$ cat src/rtl/ptss_pkg.sv
`timescale 1ns / 1ps

package ptss_pkg;

  // Actuator modes, one-hot.
  typedef enum logic [5:0] {
    MODE_IDLE_ON     = 6'b000001,
    MODE_IDLE_OFF    = 6'b000010,
    MODE_TURNING_ON  = 6'b000100,
    MODE_ON_TO_IDLE  = 6'b001000,
    MODE_TURNING_OFF = 6'b010000,
    MODE_OFF_TO_IDLE = 6'b100000
  } mode_t;

  // Mode codes as they appear on the result port.
  localparam logic [2:0] CODE_IDLE_ON     = 3'd0;
  localparam logic [2:0] CODE_IDLE_OFF    = 3'd1;
  localparam logic [2:0] CODE_TURNING_ON  = 3'd2;
  localparam logic [2:0] CODE_ON_TO_IDLE  = 3'd3;
  localparam logic [2:0] CODE_TURNING_OFF = 3'd4;
  localparam logic [2:0] CODE_OFF_TO_IDLE = 3'd5;

  // Configuration register indexes.
  localparam logic [2:0] REG_RUN_THRESHOLD = 3'd0;
  localparam logic [2:0] REG_COOLOFF_TICKS = 3'd1;
  localparam logic [2:0] REG_STEP_TICKS    = 3'd2;
  localparam logic [2:0] REG_DUTY_LOW      = 3'd3;
  localparam logic [2:0] REG_DUTY_HIGH     = 3'd4;
  localparam logic [2:0] REG_DUTY_REST     = 3'd5;

  // Reset values of the registers.
  localparam logic [7:0]  RST_RUN_THRESHOLD = 8'd10;
  localparam logic [15:0] RST_COOLOFF_TICKS = 16'd976;
  localparam logic [15:0] RST_STEP_TICKS    = 16'd585;
  localparam logic [7:0]  RST_DUTY_LOW      = 8'd4;
  localparam logic [7:0]  RST_DUTY_HIGH     = 8'd6;
  localparam logic [7:0]  RST_DUTY_REST     = 8'd5;

  // A duty write only lands when the new value lies within min..max.
  function automatic logic [7:0] duty_write(input logic [7:0] value,
                                            input logic [7:0] current,
                                            input logic [7:0] lo,
                                            input logic [7:0] hi);
    logic [7:0] result;
    result = current;
    if (value >= lo && value <= hi) begin
      result = value;
    end
    return result;
  endfunction

  function automatic logic [2:0] mode_code(input mode_t mode);
    logic [2:0] code;
    unique case (mode)
      MODE_IDLE_ON:     code = CODE_IDLE_ON;
      MODE_IDLE_OFF:    code = CODE_IDLE_OFF;
      MODE_TURNING_ON:  code = CODE_TURNING_ON;
      MODE_ON_TO_IDLE:  code = CODE_ON_TO_IDLE;
      MODE_TURNING_OFF: code = CODE_TURNING_OFF;
      MODE_OFF_TO_IDLE: code = CODE_OFF_TO_IDLE;
      default:          code = CODE_IDLE_OFF;
    endcase
    return code;
  endfunction

endpackage

$ cat src/rtl/pulse_toggled_servo_sweeper_unit.sv
`timescale 1ns / 1ps

// Pulse-toggled servo sweeper. Each request is one tick carrying the sensor
// level and yields exactly one result: the duty value, actuator mode, whether
// a pulse was accepted on this tick and whether the receiver is cooling off.
// A tick is taken every clock cycle unless the input is stalled; the whole tick
// update (receiver, then actuator) is evaluated combinationally from the state
// registers, and the result lands in an output register in the cycle after the
// request is accepted. The input is stalled only while that output register
// holds a result that the downstream side is stalling. Configuration writes are
// always ready and apply from the next tick; write them only while the block is idle.
module pulse_toggled_servo_sweeper_unit
  import ptss_pkg::*;
(
  input  logic        clk,
  input  logic        rst,

  input  logic        in_valid,
  output logic        in_stall,
  input  logic        sensor_active,

  output logic        out_valid,
  input  logic        out_stall,
  output logic [7:0]  duty_out,
  output logic [2:0]  actuator_mode_out,
  output logic        pulse_accepted,
  output logic        cooling_off,

  input  logic        cfg_valid,
  output logic        cfg_ready,
  input  logic [2:0]  cfg_index,
  input  logic [15:0] cfg_data
);

  // Configuration registers.
  logic [7:0]  run_threshold;
  logic [15:0] cooloff_ticks;
  logic [15:0] step_ticks;
  logic [7:0]  duty_low;
  logic [7:0]  duty_high;
  logic [7:0]  duty_rest;

  // Tick state.
  logic [7:0]  pulse_run_length, pulse_run_length_next;
  logic [15:0] cooloff_count, cooloff_count_next;
  logic        cooling_flag, cooling_flag_next;
  mode_t       actuator_mode, actuator_mode_next;
  logic [15:0] step_countdown, step_countdown_next;
  logic [7:0]  duty_level, duty_level_next;

  // Intermediate values after the receiver's part of the tick.
  mode_t       mode_rx;
  logic [15:0] countdown_rx;
  logic [7:0]  duty_rx;
  logic        accepted;
  logic        in_take;

  assign cfg_ready = 1'b1;
  assign in_stall  = out_valid & out_stall;
  assign in_take   = in_valid & ~in_stall;

  always_ff @(posedge clk) begin
    if (rst) begin
      run_threshold <= RST_RUN_THRESHOLD;
      cooloff_ticks <= RST_COOLOFF_TICKS;
      step_ticks    <= RST_STEP_TICKS;
      duty_low      <= RST_DUTY_LOW;
      duty_high     <= RST_DUTY_HIGH;
      duty_rest     <= RST_DUTY_REST;
    end else if (cfg_valid) begin
      unique case (cfg_index)
        REG_RUN_THRESHOLD: run_threshold <= cfg_data[7:0];
        REG_COOLOFF_TICKS: cooloff_ticks <= cfg_data;
        REG_STEP_TICKS:    step_ticks    <= cfg_data;
        REG_DUTY_LOW:      duty_low      <= cfg_data[7:0];
        REG_DUTY_HIGH:     duty_high     <= cfg_data[7:0];
        REG_DUTY_REST:     duty_rest     <= cfg_data[7:0];
        default: ;
      endcase
    end
  end

  // Receiver, including the nudge that an accepted pulse gives an idle actuator.
  always_comb begin
    pulse_run_length_next = pulse_run_length;
    cooloff_count_next    = cooloff_count;
    cooling_flag_next     = cooling_flag;
    mode_rx               = actuator_mode;
    countdown_rx          = step_countdown;
    duty_rx               = duty_level;
    accepted              = 1'b0;
    if (cooling_flag) begin
      if (cooloff_count == 16'd0) begin
        cooling_flag_next = 1'b0;
      end else begin
        cooloff_count_next = cooloff_count - 16'd1;
      end
    end else if (sensor_active) begin
      if (pulse_run_length >= run_threshold) begin
        accepted              = 1'b1;
        pulse_run_length_next = 8'd0;
        cooling_flag_next     = 1'b1;
        cooloff_count_next    = cooloff_ticks;
        if (actuator_mode == MODE_IDLE_ON) begin
          duty_rx      = duty_write(duty_level - 8'd1, duty_level, duty_low, duty_high);
          mode_rx      = MODE_TURNING_OFF;
          countdown_rx = step_ticks;
        end else if (actuator_mode == MODE_IDLE_OFF) begin
          duty_rx      = duty_write(duty_level + 8'd1, duty_level, duty_low, duty_high);
          mode_rx      = MODE_TURNING_ON;
          countdown_rx = step_ticks;
        end
      end else begin
        pulse_run_length_next = pulse_run_length + 8'd1;
      end
    end else begin
      pulse_run_length_next = 8'd0;
    end
  end

  // Actuator step, working on what the receiver left this tick.
  always_comb begin
    actuator_mode_next  = mode_rx;
    step_countdown_next = countdown_rx;
    duty_level_next     = duty_rx;
    if (mode_rx != MODE_IDLE_ON && mode_rx != MODE_IDLE_OFF) begin
      if (countdown_rx != 16'd0) begin
        step_countdown_next = countdown_rx - 16'd1;
      end else begin
        unique case (mode_rx)
          MODE_TURNING_ON: begin
            step_countdown_next = step_ticks;
            if (duty_rx != duty_high) begin
              duty_level_next = duty_write(duty_rx + 8'd1, duty_rx, duty_low, duty_high);
            end else begin
              duty_level_next    = duty_write(duty_rest, duty_rx, duty_low, duty_high);
              actuator_mode_next = MODE_ON_TO_IDLE;
            end
          end
          MODE_TURNING_OFF: begin
            step_countdown_next = step_ticks;
            if (duty_rx != duty_low) begin
              duty_level_next = duty_write(duty_rx - 8'd1, duty_rx, duty_low, duty_high);
            end else begin
              duty_level_next    = duty_write(duty_rest, duty_rx, duty_low, duty_high);
              actuator_mode_next = MODE_OFF_TO_IDLE;
            end
          end
          MODE_ON_TO_IDLE:  actuator_mode_next = MODE_IDLE_ON;
          MODE_OFF_TO_IDLE: actuator_mode_next = MODE_IDLE_OFF;
          default: ;
        endcase
      end
    end
  end

  always_ff @(posedge clk) begin
    if (rst) begin
      pulse_run_length <= 8'd0;
      cooloff_count    <= 16'd0;
      cooling_flag     <= 1'b0;
      actuator_mode    <= MODE_IDLE_OFF;
      step_countdown   <= 16'd0;
      duty_level       <= RST_DUTY_REST;
    end else if (in_take) begin
      pulse_run_length <= pulse_run_length_next;
      cooloff_count    <= cooloff_count_next;
      cooling_flag     <= cooling_flag_next;
      actuator_mode    <= actuator_mode_next;
      step_countdown   <= step_countdown_next;
      duty_level       <= duty_level_next;
    end
  end

  // Result register.
  always_ff @(posedge clk) begin
    if (rst) begin
      out_valid <= 1'b0;
    end else if (in_take) begin
      out_valid <= 1'b1;
    end else if (!out_stall) begin
      out_valid <= 1'b0;
    end
  end

  always_ff @(posedge clk) begin
    if (in_take) begin
      duty_out          <= duty_level_next;
      actuator_mode_out <= mode_code(actuator_mode_next);
      pulse_accepted    <= accepted;
      cooling_off       <= cooling_flag_next;
    end
  end

endmodule
$ cat config.mk
export PLATFORM = sky130hd
export DESIGN_NAME = pulse_toggled_servo_sweeper_unit
export DESIGN_NICKNAME = d
export VERILOG_FILES = /design/src/rtl/ptss_pkg.sv /design/src/rtl/pulse_toggled_servo_sweeper_unit.sv
export SDC_FILE = /design/constraint.sdc
export NUM_CORES = 1
export LEC_CHECK = 0
export BUFFER_PORTS_ARGS = -buffer_cell sky130_fd_sc_hd__buf_2
export CORE_UTILIZATION = 40
export DETAILED_ROUTE_END_ITERATION = 7
export GPL_TIMING_DRIVEN = 1
export PLACE_DENSITY = 0.68
export SLEW_MARGIN = 20
export SYNTH_ARGS = -nofsm -noshare
export SYNTH_HDL_FRONTEND = slang
export SYNTH_SLANG_ARGS = --single-unit
$ cat constraint.sdc
create_clock -name clk -period 5.6 [get_ports clk]
set_input_delay 0.28 -clock clk [delete_from_list [all_inputs] [get_ports clk]]
set_output_delay 0.28 -clock clk [all_outputs]
set_load 0.03 [all_outputs]
**After elaboration in Yosys (flattened, before gate mapping)**

Index checks and enable logic that the tools add are counted.

- Output and inout bits: 16
- Bits in registers: 133
- Input port bits: 25
- Logic and storage cells: 127

- Equal/unequal tests: 22
- Bitwise gates (word level): 4
- Muxes and demuxes: 46
- $add $sub $neg: 7
- Magnitude comparators: 11
- Reductions and logical operators: 20

Operators by type and width:

| cell | number |
|---|---|
| 2-to-1 mux 16 bit | 12 |
| 2-to-1 mux 8 bit | 16 |
| 2-to-1 mux 6 bit | 9 |
| >= comparator 8 bit | 6 |
| less-or-equal comparator 8 bit | 5 |
| subtractor 16 x 1 -> 16 bit, second input constant | 2 |
| adder 8 x 1 -> 8 bit, second input constant | 3 |
| one-hot mux 6 bit (4 select lines) | 1 |
| zero test 16 bit | 1 |
| inequality test 8 bit | 2 |
| one-hot mux 8 bit (2 select lines) | 1 |
| nonzero test 16 bit | 1 |
| subtractor 8 x 1 -> 8 bit, second input constant | 2 |
| one-hot mux 3 bit (5 select lines) | 1 |
| AND reduction 2 bit | 7 |
| equality test 6 x 1 -> 1 bit, second input constant | 2 |
| equality test 6 x 3 -> 1 bit, second input constant | 2 |
| equality test 6 x 4 -> 1 bit, second input constant | 2 |
| equality test 6 x 5 -> 1 bit, second input constant | 2 |
| equality test 6 bit, second input constant | 2 |
| equality test 3 x 2 -> 1 bit, second input constant | 2 |
| equality test 3 bit, second input constant | 2 |
| equality test 6 x 2 -> 1 bit, second input constant | 1 |
| logical AND 1 bit | 6 |
| other kinds (12) | 20 |

**Logic depth before layout (Yosys ltp)**

Gate-level depths: netlist of the first run.

- Depth in word-level cells: 17
- Gate-level depth with buffers: 32
- Mapped depth without buffers: 29

**Worst setup path after synthesis of the first run**

Ideal clock, no wire load.

- Kind: register to register
- Start point: register duty_level[0]
- End point: register duty_out[6] (data pin)
- Slack: -0.594 ns
- Cell stages (with the launch flop): 30
- Data arrival time: 5.932 ns
- Setup time: 0.262 ns
- Period minus slack after synthesis: 6.194 ns
- Path buffers: 1
- Cells stage by stage: dfxtp_1 -> inv_1 -> ha_1 -> nor3b_1 -> nand2_1 -> xnor2_1 -> ha_1 -> nand4_1 -> nor2_1 -> a211o_1 -> and3_4 -> buf_6 -> a22oi_1 -> nor2_1 -> xnor2_1 -> inv_1 -> ha_1 -> xnor2_1 -> ha_1 -> o21a_1 -> o21a_1 -> o21a_1 -> o21bai_1 -> a22oi_1 -> a221o_1 -> or4b_2 -> o21ai_0 -> o21ai_0 -> a22oi_1 -> nand2_1

- Longest elaborated chain between the ends: 17

RTL lines:

| item | RTL line | RTL |
|---|---|---|
| start: declaration | pulse_toggled_servo_sweeper_unit.sv:49 | `logic [7:0] duty_level, duty_level_next;` |
| start signal: assignment | pulse_toggled_servo_sweeper_unit.sv:171 | `duty_level <= duty_level_next;` |
| adder 8 x 1 -> 8 bit | pulse_toggled_servo_sweeper_unit.sv:109 | `duty_rx = duty_write(duty_level + 8'd1, duty_level, duty_low, duty_high);` |
| >= comparator 8 bit or less-or-equal comparator 8 bit (tied branches) | ptss_pkg.sv:46 | `if (value >= lo && value <= hi) begin` |
| logical AND 1 bit | ptss_pkg.sv:46 |  |
| 2-to-1 mux 8 bit | ptss_pkg.sv:46 |  |
| 2-to-1 mux 8 bit | pulse_toggled_servo_sweeper_unit.sv:108 | `end else if (actuator_mode == MODE_IDLE_OFF) begin` |
| 2-to-1 mux 8 bit | pulse_toggled_servo_sweeper_unit.sv:104 | `if (actuator_mode == MODE_IDLE_ON) begin` |
| 2-to-1 mux 8 bit | pulse_toggled_servo_sweeper_unit.sv:99 | `if (pulse_run_length >= run_threshold) begin` |
| 2-to-1 mux 8 bit | pulse_toggled_servo_sweeper_unit.sv:98 | `end else if (sensor_active) begin` |
| (+2 left out) | n/a |  |
| >= comparator 8 bit or less-or-equal comparator 8 bit (tied branches) | ptss_pkg.sv:46 |  |
| logical AND 1 bit | ptss_pkg.sv:46 |  |
| 2-to-1 mux 8 bit | ptss_pkg.sv:46 |  |
| 2-to-1 mux 8 bit (on tied branches) | pulse_toggled_servo_sweeper_unit.sv:142, pulse_toggled_servo_sweeper_unit.sv:133 |  |
| one-hot mux 8 bit (2 select lines) | pulse_toggled_servo_sweeper_unit.sv:130 | `unique case (mode_rx)` |
| 2-to-1 mux 8 bit | pulse_toggled_servo_sweeper_unit.sv:127 | `if (countdown_rx != 16'd0) begin` |
| 2-to-1 mux 8 bit (*) | pulse_toggled_servo_sweeper_unit.sv:126 | `if (mode_rx != MODE_IDLE_ON && mode_rx != MODE_IDLE_OFF) begin` |
| named net duty_level_next[6] | pulse_toggled_servo_sweeper_unit.sv:49 |  |
| end signal: assignment | pulse_toggled_servo_sweeper_unit.sv:188 | `duty_out <= duty_level_next;` |
| end: declaration | pulse_toggled_servo_sweeper_unit.sv:24 | `output logic [7:0] duty_out,` |

The timed path passes the listed nets; every way through them passes the cells marked *.
A chain may end at the register's enable or synchronous reset.

**Worst setup path in the final report of the first run**

- Start point: register duty_level[0]
- End point: register duty_out[0] (data pin)

The elaborated chain is that of the path after synthesis.

==> impl_results.md, run 1 <==
* Yosys top cell by area: dfxtp_1
* Switching Fraction at 0.3399
* Synth Flop Type: dfxtp_1
* Final period util at 1.046
* Clock Power Share at 0.363
* Core area at 0.02518 sq mm
* Filler instances at 2353
* Compound-gate portion of the synthesized area at 0.2462
* Drt drc at 0
* Yosys warnings at 0
* Cts bufs inserted at 17
* Via density at 5.899
* Multi-input gate area at 0.007595 sq mm
* CP arrival at 6030 ps
* Post-synthesis sequential area ratio at 0.2725
* Post-layout min period at 5859 ps
* DR WL/cell at 19.10 microns
* Initial antenna violation count at 0
* CTS max path bufs at 2
* Peak Freq at 170.7 MHz
* Pwr/cell area at 228.0 mW/mm^2
* Worst vdd rail ir drop at 0.2424 mV
* Yosys top cell area share at 0.2344
* Post-Route WL at 35.70 mm
* Clock sinks at 133
* Max_cap viols at 0
* Post-DRT Antenna Nets at 0
* Synthesized area at 0.01025 sq mm
* Leading post-synthesis cells by cell area: dfxtp_1 23%, ha_1 11%, nand2_1 8.7%, a21oi_1 6.4%, edfxtp_1 3.8%
* Die height at 162.1 microns
* Die width at 162.1 microns
* First-pass GRT wire length at 55.52 mm
* Clock transition at path regs at 70 ps
* GRT Total Usage at 0.2707
* Register share of total power at 0.348
* H-tree Lvls at 4
* Post-synthesis adder-cell area fraction at 0.1111
* Ys async rst share at 0
* Most common cell in the netlist: nand2_1
* DR vias at 11030
* Final-report hold violation count at 0
* Worst setup margin at -258.9 ps
* Die ar. at 0.02627 sq mm
* Most used cell, CP: o21a_1
* Distinct cells, synth at 90
* Nets at 1643
* Status: finished with violations
* Ports at 41
* Initial Util at 0.4070
* Std-Cell Rows at 58
* Drt initial violations at 1018
* Comb pwr share at 0.290
* Root buffer cell: clkbuf_16
* Util after Layout at 0.5206
* Non-filler cells, final at 1869
* Area growth syn-to-layout at 27.92%
* Launch point of the worst hold path: in_valid
* Clk_skew at 15.42 ps
* WS Path Type: flop to flop
* Crit-path max cell delay at 370 ps
* Crit path required time at 5770 ps
* Crit path launch type: flop
* Failing checks: setup timing
* Routability congestion estimate from global placement at 1.035
* Switching pwr at 1.016 mW
* Crit Path Max Fanout at 8
* Syn_nets at 1478
* Slowest cell on the critical path: dfxtp_4
* CP endpoint kind: flop
* Launching point of the worst reg2reg path: duty_level[0]
* Hpwl dp at 26.18 mm
* IO Port Bufs at 39
* Hold Crit Class: input pin to flop
* Slew Limit Fails at 0
* Post-synth EDFFs at 13
* Synth Area in Simple Gates at 0.2724
* Skew-Pair Late Insertion Delay at 430 ps
* Share of layout cells above drive strength 1 at 0.2391
* Hold_buf cts at 0
* Slew @ Worst Pin at 1125 ps
* Main combinational cell family by area after synthesis: simple AND/OR/NAND/NOR gates
* Syn Area/Cell at 7.525 sq um
* CTS tree: yes
* GRT overflow at 0
* # placed instances at 1815
* XOR/XNOR Fraction of Synth Area at 0.03174
* Largest net degree at the start of global routing at 82
* Ant. Diodes at 0
* Commonest cells post-synth: 238 x nand2_1, 131 x a21oi_1, 120 x dfxtp_1
* Initial DRT Pass Iterations at 6
* # setup viols final at 14
* Register bit total from synthesis at 133
* Register Area at 0.002801 sq mm
* RSZ-0062 raised after global routing: true
* Vias in the first global route at 10240
* Mapped Cells at 1362
* Cell-internal power at 1.973 mW
* Crit path launch: duty_level[0]
* LEAKAGE at 5.285 nW
* Max-slew headroom at 0.2434
* Post-synthesis mux area share at 0.01978
-- state kept, by name, summed over array words and instances, names as in the netlist --
name,cells
cooloff_count,16
cooloff_ticks,16
step_countdown,16
step_ticks,16
duty_high,8
duty_level,8
duty_low,8
duty_out,8
duty_rest,8
pulse_run_length,8
run_threshold,8
actuator_mode,6
actuator_mode_out,3
cooling_flag,1
cooling_off,1
out_valid,1
pulse_accepted,1
-- through the flow --
step / setup TNS [ps] / total power, mW / cell area [sq um] / setup slack, ps / hold slack (ps)
2_1_floorplan: 0 / 1.576 / 10440 / 5.095 / 404.0
3_3_place_gp: -1378 / 1.821 / 11900 / -206.2 / 442.4
3_5_place_dp: -2663 / 1.832 / 11900 / -304.1 / 449.7
4_1_cts: -967.4 / 2.945 / 12760 / -163.3 / 66.51
5_1_grt: -6674 / 3.124 / 13110 / -559.3 / 75.58
6_report: -1942 / 2.989 / 13110 / -258.9 / 78.70
-- path summary, 6_finish.rpt --
| check | slack [ps] | endpoint | cells after the start |
|---|---|---|---|
| worst max-delay path | -260 | duty_out[0] | 29 |
| worst max register to register | -260 | duty_out[0] | 29 |
| worst min register to register | 460 | duty_high[4] | 2 |
| worst min-delay path | 80 | out_valid | 2 |
-- logic make-up after synthesis --
| logic type | Yosys count |
|---|---|
| other cells | 1 |
| fa+ha+maj | 91 |
| mux | 20 |
| flops | 133 |
| xor+xnor | 34 |
| simple gates | 586 |
| buf+inv | 116 |
| compound gates | 381 |
-- final cells by class --
type,count,share of cell area
clock buffers,20,0.03560
clock inverters,11,0.006776
inverters,46,0.01374
multi-input cells,1113,0.5793
flip-flops and latches,133,0.2137
well taps,330,0.03149
repair buffers,216,0.1194
-- critical path, delay by kind of cell (launching register included) --
kind | cells | cell delay [ps]
and+or+nand+nor | 10 | 1770
DFF | 1 | 370
buffers and inverters | 4 | 540
adders and majority gates | 2 | 610
AOI/OAI and AO/OA | 13 | 2300
-- cell usage in the layout, fill, tap and decap left out, types with 10 or more instances in the layout --
master,n
clkbuf_16,17
o21ai_0,57
o211ai_1,12
nand2_2,10
or3_1,14
nand2_1,227
nor2b_1,19
mux2i_1,17
xnor2_1,16
nor2_1,91
buf_4,170
nand4_1,22
inv_1,40
nand3_1,44
buf_2,38
dfxtp_1,117
nand2b_1,19
a21oi_1,125
a211oi_1,23
a31oi_1,11
edfxtp_1,13
and3_1,15
o21a_1,19
a21o_1,11
o21ai_1,10
nor3_1,47
ha_1,84
-- power groups by stage --
stage               logic [mW]  clock network [mW]  registers (mW)
detailed placement       0.774                   0            1.06
global placement         0.764                   0            1.06
finish                   0.866                1.08            1.04
global route             0.941                1.14            1.04
floorplan                0.519                   0            1.06
CTS                      0.811                1.10            1.04
-- per-layer routing --
| metal | global-route usage | wire (microns) | up-vias |
|---|---|---|---|
| li1 | - | - | 5308 |
| met1 | 0.3584 | 15470 | 5175 |
| met2 | 0.4360 | 16040 | 442 |
| met3 | 0.03524 | 2600 | 101 |
| met4 | 0.1261 | 1589 | 0 |
| met5 | 0 | 0 | - |
-- repair_timing --
item | CTS | global route
setup buffers | 16 | 9
resized for setup | 46 | 55
endpoints found under the setup margin | 16 | 20
pin swaps | 55 | 30
(Power assumes the default switching activity.)
==> run 2: changes to the inputs <==
--- a/config.mk
+++ b/config.mk
@@ -5,11 +5,12 @@
 export SDC_FILE = /design/constraint.sdc
 export NUM_CORES = 1
 export LEC_CHECK = 0
+export ABC_AREA = 1
 export BUFFER_PORTS_ARGS = -buffer_cell sky130_fd_sc_hd__buf_2
-export CORE_UTILIZATION = 40
+export CORE_UTILIZATION = 30
 export DETAILED_ROUTE_END_ITERATION = 7
 export GPL_TIMING_DRIVEN = 1
-export PLACE_DENSITY = 0.68
+export PLACE_DENSITY = 0.56
 export SLEW_MARGIN = 20
 export SYNTH_ARGS = -nofsm -noshare
 export SYNTH_HDL_FRONTEND = slang
==> run 2 against run 1 <==
Net effect: the flow now finishes without violations; die area rose by 32%; area after synthesis fell by 0.51%; clock power rose by 13%; highest routed layer unchanged; sequential share of layout area rose by 2.6 points; non-clock buffer count fell by 148; largest cell class unchanged; clock skew fell by 3.7 ps; power rose by 6.3%; synthesized cell count rose by 12%; critical endpoint is now duty_out[4].
==> impl_results.md, run 2 <==
* Initial antenna violation count at 0 (unchanged)
* Slowest cell on the critical path: dfxtp_4 (unchanged)
* Pwr/cell area at 271.1 mW/mm^2 (was 228.0 mW/mm^2)
* Slew @ Worst Pin at 849.9 ps (was 1125 ps)
* Fin area at 0.01172 sq mm (was 0.01311 sq mm)
* Die height at 186.4 microns (was 162.1 microns)
* CTS max path bufs at 2 (unchanged)
* GRT Total Usage at 0.1865 (was 0.2707)
* Initial Util at 0.3048 (was 0.4070)
* Post-layout min period at 5282 ps (was 5859 ps)
* Distinct cells, synth at 57 (was 90)
* Register share of total power at 0.328 (was 0.348)
* Yosys warnings at 0 (unchanged)
* Crit path required time at 5790 ps (was 5770 ps)
* Kind of cell adding the most delay to the critical path: simple AND/OR/NAND/NOR gates (was compound AO/OA/AOI/OAI gates)
* Final-report hold violation count at 0 (unchanged)
* CTS tree: yes (unchanged)
* Routability congestion estimate from global placement at 0.9501 (was 1.035)
* Mapped Cells at 1529 (was 1362)
* Ports at 41 (unchanged)
* Status: complete, no violations (was finished with violations)
* Std-Cell Rows at 67 (was 58)
* Largest net degree at the start of global routing at 48 (was 82)
* Root buffer cell: clkbuf_16 (unchanged)
* Multi-input gate area at 0.006544 sq mm (was 0.007595 sq mm)
* Die width at 186.4 microns (was 162.1 microns)
* Clock transition at path regs at 60 ps (was 70 ps)
* Synthesized area at 0.01020 sq mm (was 0.01025 sq mm)
* Die ar. at 0.03473 sq mm (was 0.02627 sq mm)
* Switching Fraction at 0.3592 (was 0.3399)
* Drt drc at 0 (unchanged)
* Crit Path Max Fanout at 8 (unchanged)
* Ant. Diodes at 0 (unchanged)
* Post-synthesis sequential area ratio at 0.2739 (was 0.2725)
* Post-DRT Antenna Nets at 0 (unchanged)
* Min Hold Slack at 92.43 ps (was 78.70 ps)
* Placed Instance Area at 0.01088 sq mm (was 0.01190 sq mm)
* Register bit total from synthesis at 133 (unchanged)
* H-tree Lvls at 4 (unchanged)
* CP arrival at 5470 ps (was 6030 ps)
* Clock Power Share at 0.384 (was 0.363)
* Leading post-synthesis cells by cell area: dfxtp_1 24%, nand2_1 13%, ha_1 11%, inv_1 6.7%, a21oi_1 6.3% (was dfxtp_1 23%, ha_1 11%, nand2_1 8.7%, a21oi_1 6.4%, edfxtp_1 3.8%)
* Most common cell in the netlist: nand2_1 (unchanged)
* Crit path launch type: flop (unchanged)
* Max-slew headroom at 0.4334 (was 0.2434)
* Core area at 0.03345 sq mm (was 0.02518 sq mm)
* Via density at 5.028 (was 5.899)
* # setup viols final at 0 (was 14)
* DR vias at 10210 (was 11030)
* Hpwl dp at 23.88 mm (was 26.18 mm)
* WS Path Type: flop to flop (unchanged)
* Yosys top cell area share at 0.2356 (was 0.2344)
* Syn Area/Cell at 6.668 sq um (was 7.525 sq um)
* Nets at 1685 (was 1643)
* Syn_nets at 1645 (was 1478)
* Commonest cells after routing, fill and taps aside: 336 x nand2_1, 177 x inv_1, 130 x nor2_1 (was 227 x nand2_1, 170 x buf_4, 125 x a21oi_1)
* Filler instances at 3589 (was 2353)
* Initial DRT Pass Iterations at 7 (was 6)
* Cts bufs inserted at 17 (unchanged)
* Peak Freq at 189.3 MHz (was 170.7 MHz)
* Area growth syn-to-layout at 14.91% (was 27.92%)
* Drt initial violations at 850 (was 1018)
* Register Area at 0.002804 sq mm (was 0.002801 sq mm)
* Post-Route WL at 32.52 mm (was 35.70 mm)
* Skew-Pair Late Insertion Delay at 440 ps (was 430 ps)
* Max_cap viols at 0 (unchanged)
* First-pass GRT wire length at 51.27 mm (was 55.52 mm)
* DR WL/cell at 16.02 microns (was 19.10 microns)
* IO Port Bufs at 39 (unchanged)
* Vias in the first global route at 9381 (was 10240)
* Ys async rst share at 0 (unchanged)
* Switching pwr at 1.141 mW (was 1.016 mW)
* Most used cell, CP: nand2_1 (was o21a_1)
* Yosys top cell by area: dfxtp_1 (unchanged)
* Share of layout cells above drive strength 1 at 0.1410 (was 0.2391)
* LEAKAGE at 5.554 nW (was 5.285 nW)
* Leading cell type in the layout, fill and taps excluded: nand2_1 (unchanged)
* Final period util at 0.9431 (was 1.046)
* WP buf/inv at 6 (was 4)
* Synth Flop Type: dfxtp_1 (unchanged)
* Worst vdd rail ir drop at 0.2466 mV (was 0.2424 mV)
* Hold Crit Class: input pin to flop (unchanged)
* CP endpoint kind: flop (unchanged)
* GRT overflow at 0 (unchanged)
* Commonest cells post-synth: 340 x nand2_1, 182 x inv_1, 136 x nor2_1 (was 238 x nand2_1, 131 x a21oi_1, 120 x dfxtp_1)
* Cell-internal power at 2.035 mW (was 1.973 mW)
* Post-synth EDFFs at 13 (unchanged)
* Clock sinks at 133 (unchanged)
* Crit-path max cell delay at 380 ps (was 370 ps)
* Comb pwr share at 0.288 (was 0.290)
* Slew Limit Fails at 0 (unchanged)
* Clk_skew at 11.72 ps (was 15.42 ps)
==> run 2: changes by cell type in the layout (fill, tap and decap cells not counted), moves of 39 or more <==
| cell | delta |
|---|---|
| nor2_1 | +39 |
| buf_4 | -142 |
| nand2_1 | +109 |
| nand3_1 | +56 |
| o21ai_0 | +70 |
| inv_1 | +137 |
==> run 2: metrics by stage <==
step                setup TNS (ps)  setup slack, ps  std cells    util  total power [mW]
floorplan                        0            963.9       1529       -             1.696
global route                -511.8           -85.59       2030  0.3503             3.346
global placement            -74.71           -53.39       1989  0.3254             1.920
finish                           0            318.4       2030  0.3503             3.176
detailed placement          -469.0           -128.7       1989  0.3254             1.926
CTS                              0            17.27       2021  0.3444             3.153
==> run 2: cell families after synthesis <==
group,count (synthesis),share of synthesized area
other cells,1,0.0003678
compound gates,334,0.1832
flops,133,0.2739
simple gates,688,0.3054
fa+ha+maj,91,0.1117
xor+xnor,33,0.02835
buf+inv,249,0.09707
==> run 2: final timing paths <==
path / depth (start not counted) / endpoint / start / slack [ps]
worst min-delay path: 3 / cooloff_ticks[14] / cfg_data[14] / 90
worst min register to register: 2 / cooloff_ticks[10] / cooloff_ticks[10] / 450
worst max register to register: 34 / duty_out[4] / duty_level[0] / 320
worst max-delay path: 34 / duty_out[4] / duty_level[0] / 320
==> run 2: layout make-up <==
cell class	count	share of cell area
Clock buffer	18	0.03748
Sequential cell	133	0.2393
Tap cell	448	0.04784
Timing Repair Buffer	68	0.03503
Clock inverter	14	0.01613
Inverter	202	0.06568
Multi-Input combinational cell	1147	0.5585
==> run 2: power by group through the flow <==
stage	registers, mW	logic, mW	clock network (mW)
after global placement	1.06	0.858	0
final	1.04	0.914	1.22
after CTS	1.04	0.871	1.24
after floorplan	1.06	0.631	0
after global routing	1.05	1.02	1.27
after detailed placement	1.06	0.864	0
==> run 2: tightest hold or removal path: stages <==
cell    delay [ps]
buf_2           90
nor2_1          40
nor2_1          80
==> run 2: timing repair <==
action | in CTS | in global routing
gates resized for setup | 3 | 35
pin swaps | 0 | 3
setup endpoints to repair | 12 | 16
buffers inserted | 0 | 9
gates cloned | 0 | 0
hold buffers | 0 | 0
==> run 2: metal layers <==
metal / share of wire / track usage / vias up
met5: 0 / 0 / -
met4: 0.023 / 0.05626 / 0
met3: 0.067 / 0.03235 / 54
met2: 0.45 / 0.2991 / 329
met1: 0.46 / 0.2538 / 4679
li1: - / - / 5145
